<file path="src/design/two_pole_two_zero_voltage_compensator_macros.svh">
// Assertion macros shared by the compensator RTL.
`ifndef TWO_POLE_TWO_ZERO_VOLTAGE_COMPENSATOR_MACROS_SVH
`define TWO_POLE_TWO_ZERO_VOLTAGE_COMPENSATOR_MACROS_SVH
// Property must hold at every clock edge out of reset.
`define TPTZ_ASSERT(lbl, prop, msg) \
  lbl: assert property (@(posedge clk) disable iff (!rst_n) prop) else $error(msg);
// Condition must never be seen out of reset.
`define TPTZ_NEVER(lbl, expr, msg) \
  lbl: assert property (@(posedge clk) disable iff (!rst_n) !(expr)) else $error(msg);
`endif

</file>
<file path="src/design/tptz_pkg.sv">
// Types, constants and microprogram of the 2P2Z voltage compensator.
`timescale 1ns / 1ps
`default_nettype none
package tptz_pkg;

  localparam int ADC_BITS_DEF    = 12;
  localparam int PERIOD_BITS_DEF = 16;

  localparam int COEF_W     = 16;
  localparam int REF_W      = 16;
  localparam int DUTY_W     = 24;
  localparam int ERR_W      = 17;
  localparam int SEED_W     = 15;
  localparam int DC_W       = 15;
  localparam int ACC_W      = 48;
  localparam int ROUND_SHIFT = 18;
  localparam int PC_W       = 4;
  localparam int CFG_IDX_W  = 3;

  localparam int unsigned VSCALE    = 40560;
  localparam int unsigned FULL_DUTY = 25600;

  localparam logic [REF_W-1:0]  VREF_RST = 16'd20480;
  localparam logic [COEF_W-1:0] A1_RST   = 16'd10376;
  localparam logic [COEF_W-1:0] A2_RST   = 16'd6008;
  localparam logic [COEF_W-1:0] B0_RST   = 16'd3351;
  localparam logic [COEF_W-1:0] B1_RST   = 16'hEC48;  // -5048
  localparam logic [COEF_W-1:0] B2_RST   = 16'd2523;
  localparam int unsigned       PERIOD_RST = 6400;

  typedef enum logic [CFG_IDX_W-1:0] {
    REG_VREF   = 3'd0,
    REG_A1     = 3'd1,
    REG_A2     = 3'd2,
    REG_B0     = 3'd3,
    REG_B1     = 3'd4,
    REG_B2     = 3'd5,
    REG_PERIOD = 3'd6,
    REG_SEED   = 3'd7
  } cfg_reg_t;

  typedef enum logic [2:0] {
    MUL_NONE  = 3'd0,
    MUL_SCALE = 3'd1,
    MUL_A1D1  = 3'd2,
    MUL_A2D2  = 3'd3,
    MUL_B0E0  = 3'd4,
    MUL_B1E1  = 3'd5,
    MUL_B2E2  = 3'd6,
    MUL_PDC   = 3'd7
  } mul_sel_t;

  typedef enum logic [1:0] {
    ACC_HOLD   = 2'd0,
    ACC_LOAD16 = 2'd1,
    ACC_ADD16  = 2'd2,
    ACC_ADD    = 2'd3
  } acc_op_t;

  typedef enum logic [2:0] {
    OP_NONE    = 3'd0,
    OP_ERR     = 3'd1,
    OP_DUTY    = 3'd2,
    OP_RECIP   = 3'd3,
    OP_EMIT    = 3'd4
  } dp_op_t;

  typedef enum logic [1:0] {
    JMP_NEXT    = 2'd0,
    JMP_WAIT_IN = 2'd1,
    JMP_EMIT    = 2'd2
  } jmp_t;

  typedef logic [PC_W-1:0] pc_t;

  localparam pc_t ST_IDLE    = 4'd0;
  localparam pc_t ST_SCALE   = 4'd1;
  localparam pc_t ST_ERR     = 4'd2;
  localparam pc_t ST_A2      = 4'd3;
  localparam pc_t ST_B0      = 4'd4;
  localparam pc_t ST_B1      = 4'd5;
  localparam pc_t ST_B2      = 4'd6;
  localparam pc_t ST_SUM     = 4'd7;
  localparam pc_t ST_DUTY    = 4'd8;
  localparam pc_t ST_CMP     = 4'd9;
  localparam pc_t ST_RECIP   = 4'd10;
  localparam pc_t ST_EMIT    = 4'd11;

  typedef struct packed {
    mul_sel_t mul;
    acc_op_t  acc;
    dp_op_t   op;
    jmp_t     jmp;
    pc_t      target;
  } ctrl_t;

  typedef struct packed {
    logic out_stall;
  } stat_t;

  typedef struct packed {
    logic [REF_W-1:0]  vref;
    logic [COEF_W-1:0] a1;
    logic [COEF_W-1:0] a2;
    logic [COEF_W-1:0] b0;
    logic [COEF_W-1:0] b1;
    logic [COEF_W-1:0] b2;
  } cfg_t;

  function automatic ctrl_t cw(input mul_sel_t m, input acc_op_t a, input dp_op_t o,
                               input jmp_t j, input pc_t t);
    ctrl_t w;
    w.mul    = m;
    w.acc    = a;
    w.op     = o;
    w.jmp    = j;
    w.target = t;
    return w;
  endfunction

  // Each multiply lands in the product register; the accumulate or operation
  // field of the next word consumes it.
  function automatic ctrl_t ucode(input pc_t pc);
    ctrl_t w;
    case (pc)
      ST_IDLE:    w = cw(MUL_NONE,  ACC_HOLD,   OP_NONE,    JMP_WAIT_IN, ST_IDLE);
      ST_SCALE:   w = cw(MUL_SCALE, ACC_HOLD,   OP_NONE,    JMP_NEXT,    ST_IDLE);
      ST_ERR:     w = cw(MUL_A1D1,  ACC_HOLD,   OP_ERR,     JMP_NEXT,    ST_IDLE);
      ST_A2:      w = cw(MUL_A2D2,  ACC_LOAD16, OP_NONE,    JMP_NEXT,    ST_IDLE);
      ST_B0:      w = cw(MUL_B0E0,  ACC_ADD16,  OP_NONE,    JMP_NEXT,    ST_IDLE);
      ST_B1:      w = cw(MUL_B1E1,  ACC_ADD,    OP_NONE,    JMP_NEXT,    ST_IDLE);
      ST_B2:      w = cw(MUL_B2E2,  ACC_ADD,    OP_NONE,    JMP_NEXT,    ST_IDLE);
      ST_SUM:     w = cw(MUL_NONE,  ACC_ADD,    OP_NONE,    JMP_NEXT,    ST_IDLE);
      ST_DUTY:    w = cw(MUL_NONE,  ACC_HOLD,   OP_DUTY,    JMP_NEXT,    ST_IDLE);
      ST_CMP:     w = cw(MUL_PDC,   ACC_HOLD,   OP_NONE,    JMP_NEXT,    ST_IDLE);
      ST_RECIP:   w = cw(MUL_NONE,  ACC_HOLD,   OP_RECIP,   JMP_NEXT,    ST_IDLE);
      ST_EMIT:    w = cw(MUL_NONE,  ACC_HOLD,   OP_EMIT,    JMP_EMIT,    ST_IDLE);
      default:    w = cw(MUL_NONE,  ACC_HOLD,   OP_NONE,    JMP_EMIT,    ST_IDLE);
    endcase
    return w;
  endfunction

endpackage
`default_nettype wire

</file>
<file path="src/design/tptz_seq.sv">
// Microprogram sequencer: step counter, control store and jump logic.
`timescale 1ns / 1ps
`default_nettype none
`include "two_pole_two_zero_voltage_compensator_macros.svh"
module tptz_seq (
  input  logic            clk,
  input  logic            rst_n,
  input  logic            in_valid,
  input  tptz_pkg::stat_t stat,
  output tptz_pkg::ctrl_t ctrl,
  output logic            in_ready
);
  import tptz_pkg::*;

  pc_t pc_r;
  pc_t pc_nxt;

  assign ctrl     = ucode(pc_r);
  assign in_ready = (pc_r == ST_IDLE);

  always_comb begin
    case (ctrl.jmp)
      JMP_NEXT:    pc_nxt = pc_r + 1'b1;
      JMP_WAIT_IN: pc_nxt = in_valid ? pc_r + 1'b1 : pc_r;
      JMP_EMIT:    pc_nxt = stat.out_stall ? pc_r : ctrl.target;
      default:     pc_nxt = ST_IDLE;
    endcase
  end

  always_ff @(posedge clk) begin
    if (!rst_n) begin
      pc_r <= ST_IDLE;
    end else begin
      pc_r <= pc_nxt;
    end
  end

  `TPTZ_NEVER(a_pc_range, pc_r > ST_EMIT, "step counter left the program")
  `TPTZ_ASSERT(a_recip_next, (pc_r == ST_RECIP) |=> (pc_r == ST_EMIT), "emit step skipped")
  `TPTZ_ASSERT(a_emit_hold, (pc_r == ST_EMIT && stat.out_stall) |=> (pc_r == ST_EMIT), "emit step left while stalled")

endmodule
`default_nettype wire

</file>
<file path="src/design/tptz_dp.sv">
// Datapath: shared multiplier, accumulator, history, divider and output word.
`timescale 1ns / 1ps
`default_nettype none
`include "two_pole_two_zero_voltage_compensator_macros.svh"
module tptz_dp #(
  parameter int ADC_BITS    = tptz_pkg::ADC_BITS_DEF,
  parameter int PERIOD_BITS = tptz_pkg::PERIOD_BITS_DEF
) (
  input  logic                                clk,
  input  logic                                rst_n,
  input  tptz_pkg::ctrl_t                     ctrl,
  input  tptz_pkg::cfg_t                      cfg,
  input  logic [PERIOD_BITS-1:0]              period,
  input  logic                                in_accept,
  input  logic [ADC_BITS-1:0]                 adc_code,
  input  logic                                seed_we,
  input  logic [tptz_pkg::SEED_W-1:0]         seed_duty,
  input  logic                                out_ready,
  output logic                                out_valid,
  output logic [PERIOD_BITS-1:0]              out_cmp,
  output logic [tptz_pkg::DUTY_W-1:0]         out_duty,
  output logic [tptz_pkg::ERR_W-1:0]          out_err,
  output tptz_pkg::stat_t                     stat
);
  import tptz_pkg::*;

  localparam int MA_W  = (PERIOD_BITS + 1 > 17) ? PERIOD_BITS + 1 : 17;
  localparam int MB_W  = (ADC_BITS + 1 > DUTY_W) ? ADC_BITS + 1 : DUTY_W;
  localparam int P_W   = MA_W + MB_W;
  localparam int N_W   = PERIOD_BITS + DC_W;
  localparam int SH_W  = ACC_W - ROUND_SHIFT;
  localparam logic signed [ACC_W-1:0] RND_BIAS = ACC_W'(1) << (ROUND_SHIFT - 1);
  // Full duty is an odd factor times a power of two: shift out the power,
  // then divide by the odd factor with a rounded-up reciprocal.
  localparam int DIV_SH  = 10;
  localparam int DIV_ODD = FULL_DUTY >> DIV_SH;
  localparam int Y_W     = N_W - DIV_SH;
  localparam int RK      = Y_W + $clog2(DIV_ODD);
  localparam int R_W     = Y_W + 1;
  localparam longint unsigned RECIP = ((64'd1 << RK) + DIV_ODD - 1) / DIV_ODD;

  logic signed [MA_W-1:0]   mul_a;
  logic signed [MB_W-1:0]   mul_b;
  logic signed [P_W-1:0]    prod_r, prod_nxt;
  logic signed [ACC_W-1:0]  prod_ext;
  logic signed [ACC_W-1:0]  acc_r, acc_nxt;
  logic signed [ACC_W-1:0]  rnd;
  logic signed [SH_W-1:0]   sh;
  logic [ADC_BITS-1:0]      code_r;
  logic signed [ERR_W-1:0]  e0_r, e0_nxt, e1_r, e1_nxt, e2_r, e2_nxt;
  logic signed [DUTY_W-1:0] duty_r, duty_nxt, d1_r, d1_nxt, d2_r, d2_nxt;
  logic [DC_W-1:0]          dc;
  logic [Y_W+R_W-1:0]       recip_prod;
  logic [PERIOD_BITS-1:0]   q_r, q_nxt;
  logic                     emit;
  logic                     out_valid_r, out_valid_nxt;
  logic [PERIOD_BITS-1:0]   out_cmp_r, out_cmp_nxt;
  logic [DUTY_W-1:0]        out_duty_r, out_duty_nxt;
  logic [ERR_W-1:0]         out_err_r, out_err_nxt;

  assign stat.out_stall = out_valid_r & ~out_ready;
  assign emit           = (ctrl.op == OP_EMIT) && !stat.out_stall;

  assign out_valid = out_valid_r;
  assign out_cmp   = out_cmp_r;
  assign out_duty  = out_duty_r;
  assign out_err   = out_err_r;

  // Duty clamped to 0..100 percent for the compare value.
  always_comb begin
    if (duty_r[DUTY_W-1]) begin
      dc = '0;
    end else if (duty_r[DUTY_W-2:0] > (DUTY_W-1)'(FULL_DUTY)) begin
      dc = DC_W'(FULL_DUTY);
    end else begin
      dc = duty_r[DC_W-1:0];
    end
  end

  always_comb begin
    mul_a = '0;
    mul_b = '0;
    case (ctrl.mul)
      MUL_SCALE: begin
        mul_a = MA_W'(VSCALE);
        mul_b = MB_W'(code_r);
      end
      MUL_A1D1: begin
        mul_a = MA_W'($signed(cfg.a1));
        mul_b = MB_W'(d1_r);
      end
      MUL_A2D2: begin
        mul_a = MA_W'($signed(cfg.a2));
        mul_b = MB_W'(d2_r);
      end
      MUL_B0E0: begin
        mul_a = MA_W'($signed(cfg.b0));
        mul_b = MB_W'(e0_r);
      end
      MUL_B1E1: begin
        mul_a = MA_W'($signed(cfg.b1));
        mul_b = MB_W'(e1_r);
      end
      MUL_B2E2: begin
        mul_a = MA_W'($signed(cfg.b2));
        mul_b = MB_W'(e2_r);
      end
      MUL_PDC: begin
        mul_a = MA_W'(period);
        mul_b = MB_W'(dc);
      end
      default: begin
        mul_a = '0;
        mul_b = '0;
      end
    endcase
    prod_nxt = mul_a * mul_b;
  end

  assign prod_ext   = ACC_W'(prod_r);
  assign rnd        = acc_r + RND_BIAS;
  assign sh         = $signed(rnd[ACC_W-1:ROUND_SHIFT]);
  assign recip_prod = prod_r[N_W-1:DIV_SH] * R_W'(RECIP);

  always_comb begin
    case (ctrl.acc)
      ACC_LOAD16: acc_nxt = prod_ext <<< 4;
      ACC_ADD16:  acc_nxt = acc_r + (prod_ext <<< 4);
      ACC_ADD:    acc_nxt = acc_r + prod_ext;
      default:    acc_nxt = acc_r;
    endcase

    e0_nxt       = e0_r;
    duty_nxt     = duty_r;
    q_nxt        = q_r;
    d1_nxt       = d1_r;
    d2_nxt       = d2_r;
    e1_nxt       = e1_r;
    e2_nxt       = e2_r;
    out_cmp_nxt  = out_cmp_r;
    out_duty_nxt = out_duty_r;
    out_err_nxt  = out_err_r;
    out_valid_nxt = out_valid_r & ~out_ready;

    case (ctrl.op)
      OP_ERR: begin
        e0_nxt = $signed({1'b0, cfg.vref}) - $signed({1'b0, prod_r[ADC_BITS +: REF_W]});
      end
      OP_DUTY: begin
        // Saturate when the upper bits are not a sign extension.
        if (sh[SH_W-1] && !(&sh[SH_W-1:DUTY_W-1])) begin
          duty_nxt = {1'b1, {(DUTY_W-1){1'b0}}};
        end else if (!sh[SH_W-1] && (|sh[SH_W-1:DUTY_W-1])) begin
          duty_nxt = {1'b0, {(DUTY_W-1){1'b1}}};
        end else begin
          duty_nxt = sh[DUTY_W-1:0];
        end
      end
      OP_RECIP: begin
        q_nxt = recip_prod[RK +: PERIOD_BITS];
      end
      OP_EMIT: begin
        if (emit) begin
          out_cmp_nxt   = q_r;
          out_duty_nxt  = duty_r;
          out_err_nxt   = e0_r;
          out_valid_nxt = 1'b1;
          d2_nxt        = d1_r;
          d1_nxt        = duty_r;
          e2_nxt        = e1_r;
          e1_nxt        = e0_r;
        end
      end
      default: begin
        e0_nxt = e0_r;
      end
    endcase

    // Seed the newest duty history entry.
    if (seed_we) begin
      d1_nxt = DUTY_W'(seed_duty);
    end
  end

  always_ff @(posedge clk) begin
    if (!rst_n) begin
      out_valid_r <= 1'b0;
      d1_r        <= '0;
      d2_r        <= '0;
      e1_r        <= '0;
      e2_r        <= '0;
      duty_r      <= '0;
    end else begin
      out_valid_r <= out_valid_nxt;
      d1_r        <= d1_nxt;
      d2_r        <= d2_nxt;
      e1_r        <= e1_nxt;
      e2_r        <= e2_nxt;
      duty_r      <= duty_nxt;
    end
  end

  always_ff @(posedge clk) begin
    if (in_accept) begin
      code_r <= adc_code;
    end
    prod_r     <= prod_nxt;
    acc_r      <= acc_nxt;
    e0_r       <= e0_nxt;
    q_r        <= q_nxt;
    out_cmp_r  <= out_cmp_nxt;
    out_duty_r <= out_duty_nxt;
    out_err_r  <= out_err_nxt;
  end

  `TPTZ_NEVER(a_dc_range, dc > DC_W'(FULL_DUTY), "clamped duty above full scale")
  `TPTZ_ASSERT(a_quot_bound, (ctrl.op == OP_EMIT) |-> (q_r <= period), "compare above period")
  `TPTZ_ASSERT(a_emit_load, emit |=> out_valid_r, "result word not loaded")

endmodule
`default_nettype wire

</file>
<file path="src/design/two_pole_two_zero_voltage_compensator.sv">
// Two-pole two-zero output voltage compensator, top level.
//
// Input stream: one ADC code of the divided output voltage per word on
// in_tdata. Output stream: one word per input word holding the PWM compare
// value, the new unclamped duty (1/256 percent) and the voltage error.
// Configuration: cfg_index selects a register (reference, five Q2.14
// coefficients, PWM period, initial duty), cfg_data carries the value; a
// write to the initial duty also loads the newest duty history entry.
// Write configuration only while the block is idle.
// A word runs through a 12-step microprogram on one shared multiplier; the
// compare value comes from a reciprocal multiply by the constant full-scale
// duty. out_tvalid is set by the emit step, and a new word is taken only
// after the previous word has passed the emit step.
// in_tready is high while the sequencer waits at its first step; the next
// word can be taken while the previous result still sits in the output
// register. If the receiver stalls, the sequencer holds at its last step
// until the output register frees up.
// Reset loads the default registers, clears the duty and error history and
// drops out_tvalid.
`timescale 1ns / 1ps
`default_nettype none
module two_pole_two_zero_voltage_compensator #(
  parameter int ADC_BITS    = tptz_pkg::ADC_BITS_DEF,
  parameter int PERIOD_BITS = tptz_pkg::PERIOD_BITS_DEF
) (
  input  logic                                              clk,
  input  logic                                              rst_n,
  input  logic                                              in_tvalid,
  output logic                                              in_tready,
  // adc_code
  input  logic [((ADC_BITS + 7) / 8) * 8 - 1:0]             in_tdata,
  output logic                                              out_tvalid,
  input  logic                                              out_tready,
  // compare_value, duty_level, voltage_error
  output logic [((PERIOD_BITS + 41 + 7) / 8) * 8 - 1:0]     out_tdata,
  input  logic                                              cfg_valid,
  output logic                                              cfg_ready,
  input  logic [tptz_pkg::CFG_IDX_W-1:0]                    cfg_index,
  input  logic [((PERIOD_BITS > 16) ? PERIOD_BITS : 16) - 1:0] cfg_data
);
  import tptz_pkg::*;

  localparam int OUT_W = ((PERIOD_BITS + DUTY_W + ERR_W + 7) / 8) * 8;

  cfg_t                   cfg_r;
  logic [PERIOD_BITS-1:0] period_r;
  logic                   cfg_we;
  logic                   seed_we;
  ctrl_t                  ctrl;
  stat_t                  stat;
  logic                   in_accept;
  logic [PERIOD_BITS-1:0] out_cmp;
  logic [DUTY_W-1:0]      out_duty;
  logic [ERR_W-1:0]       out_err;

  assign cfg_ready = 1'b1;
  assign cfg_we    = cfg_valid & cfg_ready;
  assign seed_we   = cfg_we && (cfg_index == REG_SEED);
  assign in_accept = in_tvalid & in_tready;
  assign out_tdata = OUT_W'({out_err, out_duty, out_cmp});

  always_ff @(posedge clk) begin
    if (!rst_n) begin
      cfg_r.vref <= VREF_RST;
      cfg_r.a1   <= A1_RST;
      cfg_r.a2   <= A2_RST;
      cfg_r.b0   <= B0_RST;
      cfg_r.b1   <= B1_RST;
      cfg_r.b2   <= B2_RST;
      period_r   <= PERIOD_BITS'(PERIOD_RST);
    end else if (cfg_we) begin
      case (cfg_index)
        REG_VREF:   cfg_r.vref <= cfg_data[REF_W-1:0];
        REG_A1:     cfg_r.a1   <= cfg_data[COEF_W-1:0];
        REG_A2:     cfg_r.a2   <= cfg_data[COEF_W-1:0];
        REG_B0:     cfg_r.b0   <= cfg_data[COEF_W-1:0];
        REG_B1:     cfg_r.b1   <= cfg_data[COEF_W-1:0];
        REG_B2:     cfg_r.b2   <= cfg_data[COEF_W-1:0];
        REG_PERIOD: period_r   <= cfg_data[PERIOD_BITS-1:0];
        default:    period_r   <= period_r;
      endcase
    end
  end

  tptz_seq u_seq (
    .clk      (clk),
    .rst_n    (rst_n),
    .in_valid (in_tvalid),
    .stat     (stat),
    .ctrl     (ctrl),
    .in_ready (in_tready)
  );

  tptz_dp #(
    .ADC_BITS    (ADC_BITS),
    .PERIOD_BITS (PERIOD_BITS)
  ) u_dp (
    .clk       (clk),
    .rst_n     (rst_n),
    .ctrl      (ctrl),
    .cfg       (cfg_r),
    .period    (period_r),
    .in_accept (in_accept),
    .adc_code  (in_tdata[ADC_BITS-1:0]),
    .seed_we   (seed_we),
    .seed_duty (cfg_data[SEED_W-1:0]),
    .out_ready (out_tready),
    .out_valid (out_tvalid),
    .out_cmp   (out_cmp),
    .out_duty  (out_duty),
    .out_err   (out_err),
    .stat      (stat)
  );

endmodule
`default_nettype wire

</file>
<file path="config.mk">
export PLATFORM = sky130hd
export DESIGN_NAME = two_pole_two_zero_voltage_compensator
export DESIGN_NICKNAME = d
export VERILOG_FILES = /design/src/design/tptz_pkg.sv /design/src/design/tptz_seq.sv /design/src/design/tptz_dp.sv /design/src/design/two_pole_two_zero_voltage_compensator.sv
export VERILOG_INCLUDE_DIRS = /design/src /design/src/design
export SDC_FILE = /design/constraint.sdc
export NUM_CORES = 2
export LEC_CHECK = 0
export BUFFER_PORTS_ARGS = -buffer_cell sky130_fd_sc_hd__buf_4
export CAP_MARGIN = 40
export CORE_ASPECT_RATIO = 0.6
export CORE_MARGIN = 5
export CORE_UTILIZATION = 54
export CTS_BUF_LIST = sky130_fd_sc_hd__clkbuf_8
export CTS_CLUSTER_SIZE = 28
export DETAILED_ROUTE_END_ITERATION = 12
export HOLD_SLACK_MARGIN = 0.1
export PLACE_DENSITY = 0.8
export SETUP_SLACK_MARGIN = 0.15
export SLEW_MARGIN = 40
export SYNTH_ARGS = -nofsm -noshare
export SYNTH_HDL_FRONTEND = slang
export SYNTH_SLANG_ARGS = --single-unit
</file>
<file path="constraint.sdc">
create_clock -name clk -period 18 [get_ports clk]
set_input_delay 3.6 -clock clk [delete_from_list [all_inputs] [get_ports clk]]
set_output_delay 3.6 -clock clk [all_outputs]
set_load 0.03 [all_outputs]
</file>
==> metrics <==
Initial Utilization 54.71%; TritonCTS clock tree yes; maximum vdd drop 0.5444 mV; routed wire length 131300 um; CP peak stage delay 710 ps; Filler cells 6794; CP max FO 55; final hold slack 417.6 ps; Worst Path Buf+Inv 5; Overall Global Routing Usage 30.07%; Post-CTS Resized 0; post-synthesis sequential area ratio 22.86%; fraction of layout cells with a size suffix above 1 7.352%; CP Depth 27; largest net degree at the start of global routing 96; CP top delay family adder cells; Cell Pwr Density 177.4 nW/um^2; Worst R2R Path Depth 27; CP startpoint kind flip-flop; die height 230.4 um; CP required 18540 ps; RSZ-0062 raised after global routing false; Worst Hold Depth 2; wire length of the first global-routing pass 201600 um; Setup Buffers After CTS 0; Synth cell types 95; H-tree levels 2; WL per Instance 21.81 um; Area growth syn-to-layout 7.272%; clock latency on the worst-skew pair 740 ps; post-layout min period 9613 ps; final setup fails 0; Root Driver clkbuf_8; initial antenna violation count 1; Mapped Avg Cell Area 8.972 sq um; Port-buffer cells 94; CTS clock-pin slew for the worst setup and hold paths 80 ps; r2r setup slk 8390 ps; DR vias 35517; Clock Path Buffers 3; clock skew 85.58 ps; Top FF cell, synth dfxtp_1; DP HPWL 102700 um; Worst-Margin Slew 917.7 ps; post-route core utilization 58.69%; outcome completed; Post-synth EDFFs 150; Max Slew Vio Count 0; Hold Crit Class reg2reg; core footprint 79880 sq um; Slew Limit Headroom 38.82%; Setup crit end kind flip-flop; final worst-path cycle share 53.41%; Die Wd 377.3 um; vias in the first global route 34360; CP arrival 10160 ps; Gate Count Post-Synth 4871; Die ar. 86910 sq um; grt total ovfl 0; drt via density 5.902; # clock sinks 424; CTS Hold Buffers Added 0; Setup CP Type reg2reg; I/O Pins 107; post-route ant nets 0; Post-Syn Area 43700 sq um; fin nets 5908; DRT iter0 DRCs 4323; maxcap violations 0; Worst path slowest cell buf_4; Crit path top cell by count fa_1; Yosys reg bits 424; fmax 0.1040 GHz; Placer Congestion 1.010; Ys Warns 0; number of CTS-inserted buffers 61; endpoints failing hold 0; setup_tns 0 ps; Synth async-reset ratio 0%; leak pwr 22.10 nW; Residual DRC 0; std cell rows 80; drt first pass iters 6
==> sequential cells by signal, summed over array words and instances (netlist names), 16 cells and up <==
register       flops
u_dp.prod_r       41
period_r          16
u_dp.out_cmp      16
u_dp.out_duty     24
u_dp.e2_r         17
u_dp.q_r          16
cfg_r             96
u_dp.duty_r       24
u_dp.out_err      17
u_dp.d2_r         24
u_dp.acc_r        48
u_dp.e0_r         17
u_dp.d1_r         24
u_dp.e1_r         17
==> metrics by stage <==
step / cell area, sq um / worst slack, ps / std cells / power [mW]
6_report: 46880 / 8387 / 6018 / 8.319
5_1_grt: 46880 / 8028 / 6017 / 9.151
4_1_cts: 46790 / 8278 / 6014 / 8.164
3_5_place_dp: 45500 / 8359 / 5901 / 7.243
3_3_place_gp: 45430 / 8482 / 5898 / 7.060
2_1_floorplan: 43720 / 9686 / 4877 / 5.492
==> routing by layer <==
| layer | share of wire [%] | wire (um) | GRT usage (%) | vias up |
|---|---|---|---|---|
| met5 | 0 | 0 | 0 | - |
| met4 | 3.0 | 3933 | 8.010 | 0 |
| met3 | 17 | 22120 | 13.85 | 262 |
| met2 | 38 | 49680 | 39.32 | 2269 |
| met1 | 42 | 55550 | 44.46 | 17087 |
| li1 | - | - | - | 15899 |
==> Yosys cell counts, drive strengths merged, types with 5 or more instances <==
| cell type | n | share of area [%] |
|---|---|---|
| dfxtp | 274 | 13 |
| nand3 | 83 | 0.95 |
| ha | 409 | 12 |
| edfxtp | 150 | 10 |
| nand2b | 39 | 0.56 |
| a221oi | 23 | 0.46 |
| xnor2 | 118 | 2.4 |
| a21boi | 6 | 0.11 |
| a311oi | 18 | 0.36 |
| a211oi | 25 | 0.44 |
| a31oi | 27 | 0.40 |
| o41ai | 9 | 0.20 |
| a22o | 9 | 0.18 |
| or2 | 12 | 0.17 |
| mux2i | 38 | 0.87 |
| a2111oi | 6 | 0.14 |
| a221o | 15 | 0.34 |
| mux2 | 32 | 0.82 |
| inv | 743 | 6.4 |
| buf | 39 | 0.56 |
| and3 | 24 | 0.34 |
| nor2b | 34 | 0.49 |
| fa | 558 | 26 |
| o221ai | 6 | 0.12 |
| a22oi | 23 | 0.40 |
| nor3 | 29 | 0.36 |
| o21ai | 138 | 1.6 |
| a21o | 74 | 1.3 |
| clkbuf | 157 | 1.4 |
| a211o | 6 | 0.12 |
| o211ai | 18 | 0.31 |
| o22ai | 9 | 0.14 |
| nor2 | 426 | 3.7 |
| and2 | 22 | 0.31 |
| o21a | 28 | 0.48 |
| o21bai | 38 | 0.65 |
| a31o | 5 | 0.10 |
| nor4 | 11 | 0.19 |
| nand2 | 736 | 6.3 |
| xor2 | 52 | 1.0 |
| nand4 | 19 | 0.33 |
| a21oi | 327 | 3.7 |
==> logic make-up after synthesis <==
| group | after synthesis | share of synthesized area [%] |
|---|---|---|
| and+or+nand+nor | 1458 | 14.18 |
| adders and majority gates | 967 | 37.27 |
| buffers and inverters | 940 | 8.317 |
| AOI/OAI and AO/OA | 839 | 12.21 |
| DFF | 424 | 22.86 |
| xor gates and xnor gates | 170 | 3.407 |
| muxes | 71 | 1.746 |
| other | 2 | 0.01718 |
==> worst min-delay path, stage by stage, from the launching register on <==
cell and delay, ps:
dfxtp_1 330, nand2_1 60, a21oi_1 50
==> where the power goes <==
group	switching, mW	total (mW)	internal [mW]
clock	0.422	0.834	0.412
combinational	3.65	6.17	2.52
sequential	0.158	1.31	1.15
total	4.23	8.32	4.09
==> path summary, 6_finish.rpt <==
| kind | from | end |
|---|---|---|
| min | u_dp.d1_r[17] | u_dp.d2_r[17] |
| max reg2reg | u_seq.ctrl[11] | u_dp.prod_r[40] |
| min reg2reg | u_dp.d1_r[17] | u_dp.d2_r[17] |
| max | u_seq.ctrl[11] | u_dp.prod_r[40] |
==> area by class of cell <==
| cell class | instances | area, sq um | share of cell area, % |
|---|---|---|---|
| Timing Repair Buffer | 157 | 1220 | 2.602 |
| Antenna cell | 1 | 2.502 | 0.005338 |
| Multi-Input combinational cell | 3513 | 30240 | 64.51 |
| Sequential cell | 424 | 10000 | 21.33 |
| Clock buffer | 68 | 935.9 | 1.996 |
| Inverter | 744 | 2798 | 5.968 |
| Clock inverter | 45 | 346.6 | 0.7393 |
| Tap cell | 1066 | 1334 | 2.845 |
==> cell usage in the layout, fill, tap and decap left out, drive strengths merged, types with 9 or more instances in the layout <==
master and count:
buf 157, dfxtp 274, nor3 29, xor2 52, nor4 11, o21a 28, or2 12, nand3 83
a22o 9, o211ai 18, o21ai 138, a22oi 23, nor2 426, a21oi 327, and2 22, mux2 32
a31oi 27, o22ai 9, edfxtp 150, nand4 19, xnor2 118, a21o 74, nand2 736, a221oi 23
a211oi 25, a221o 15, a311oi 18, nand2b 39, clkbuf 68, mux2i 38, ha 409, inv 764
fa 558, o21bai 38, and3 24, nor2b 34, clkinv 18, o41ai 9
No activity file was read; power rests on OpenSTA's default activity.
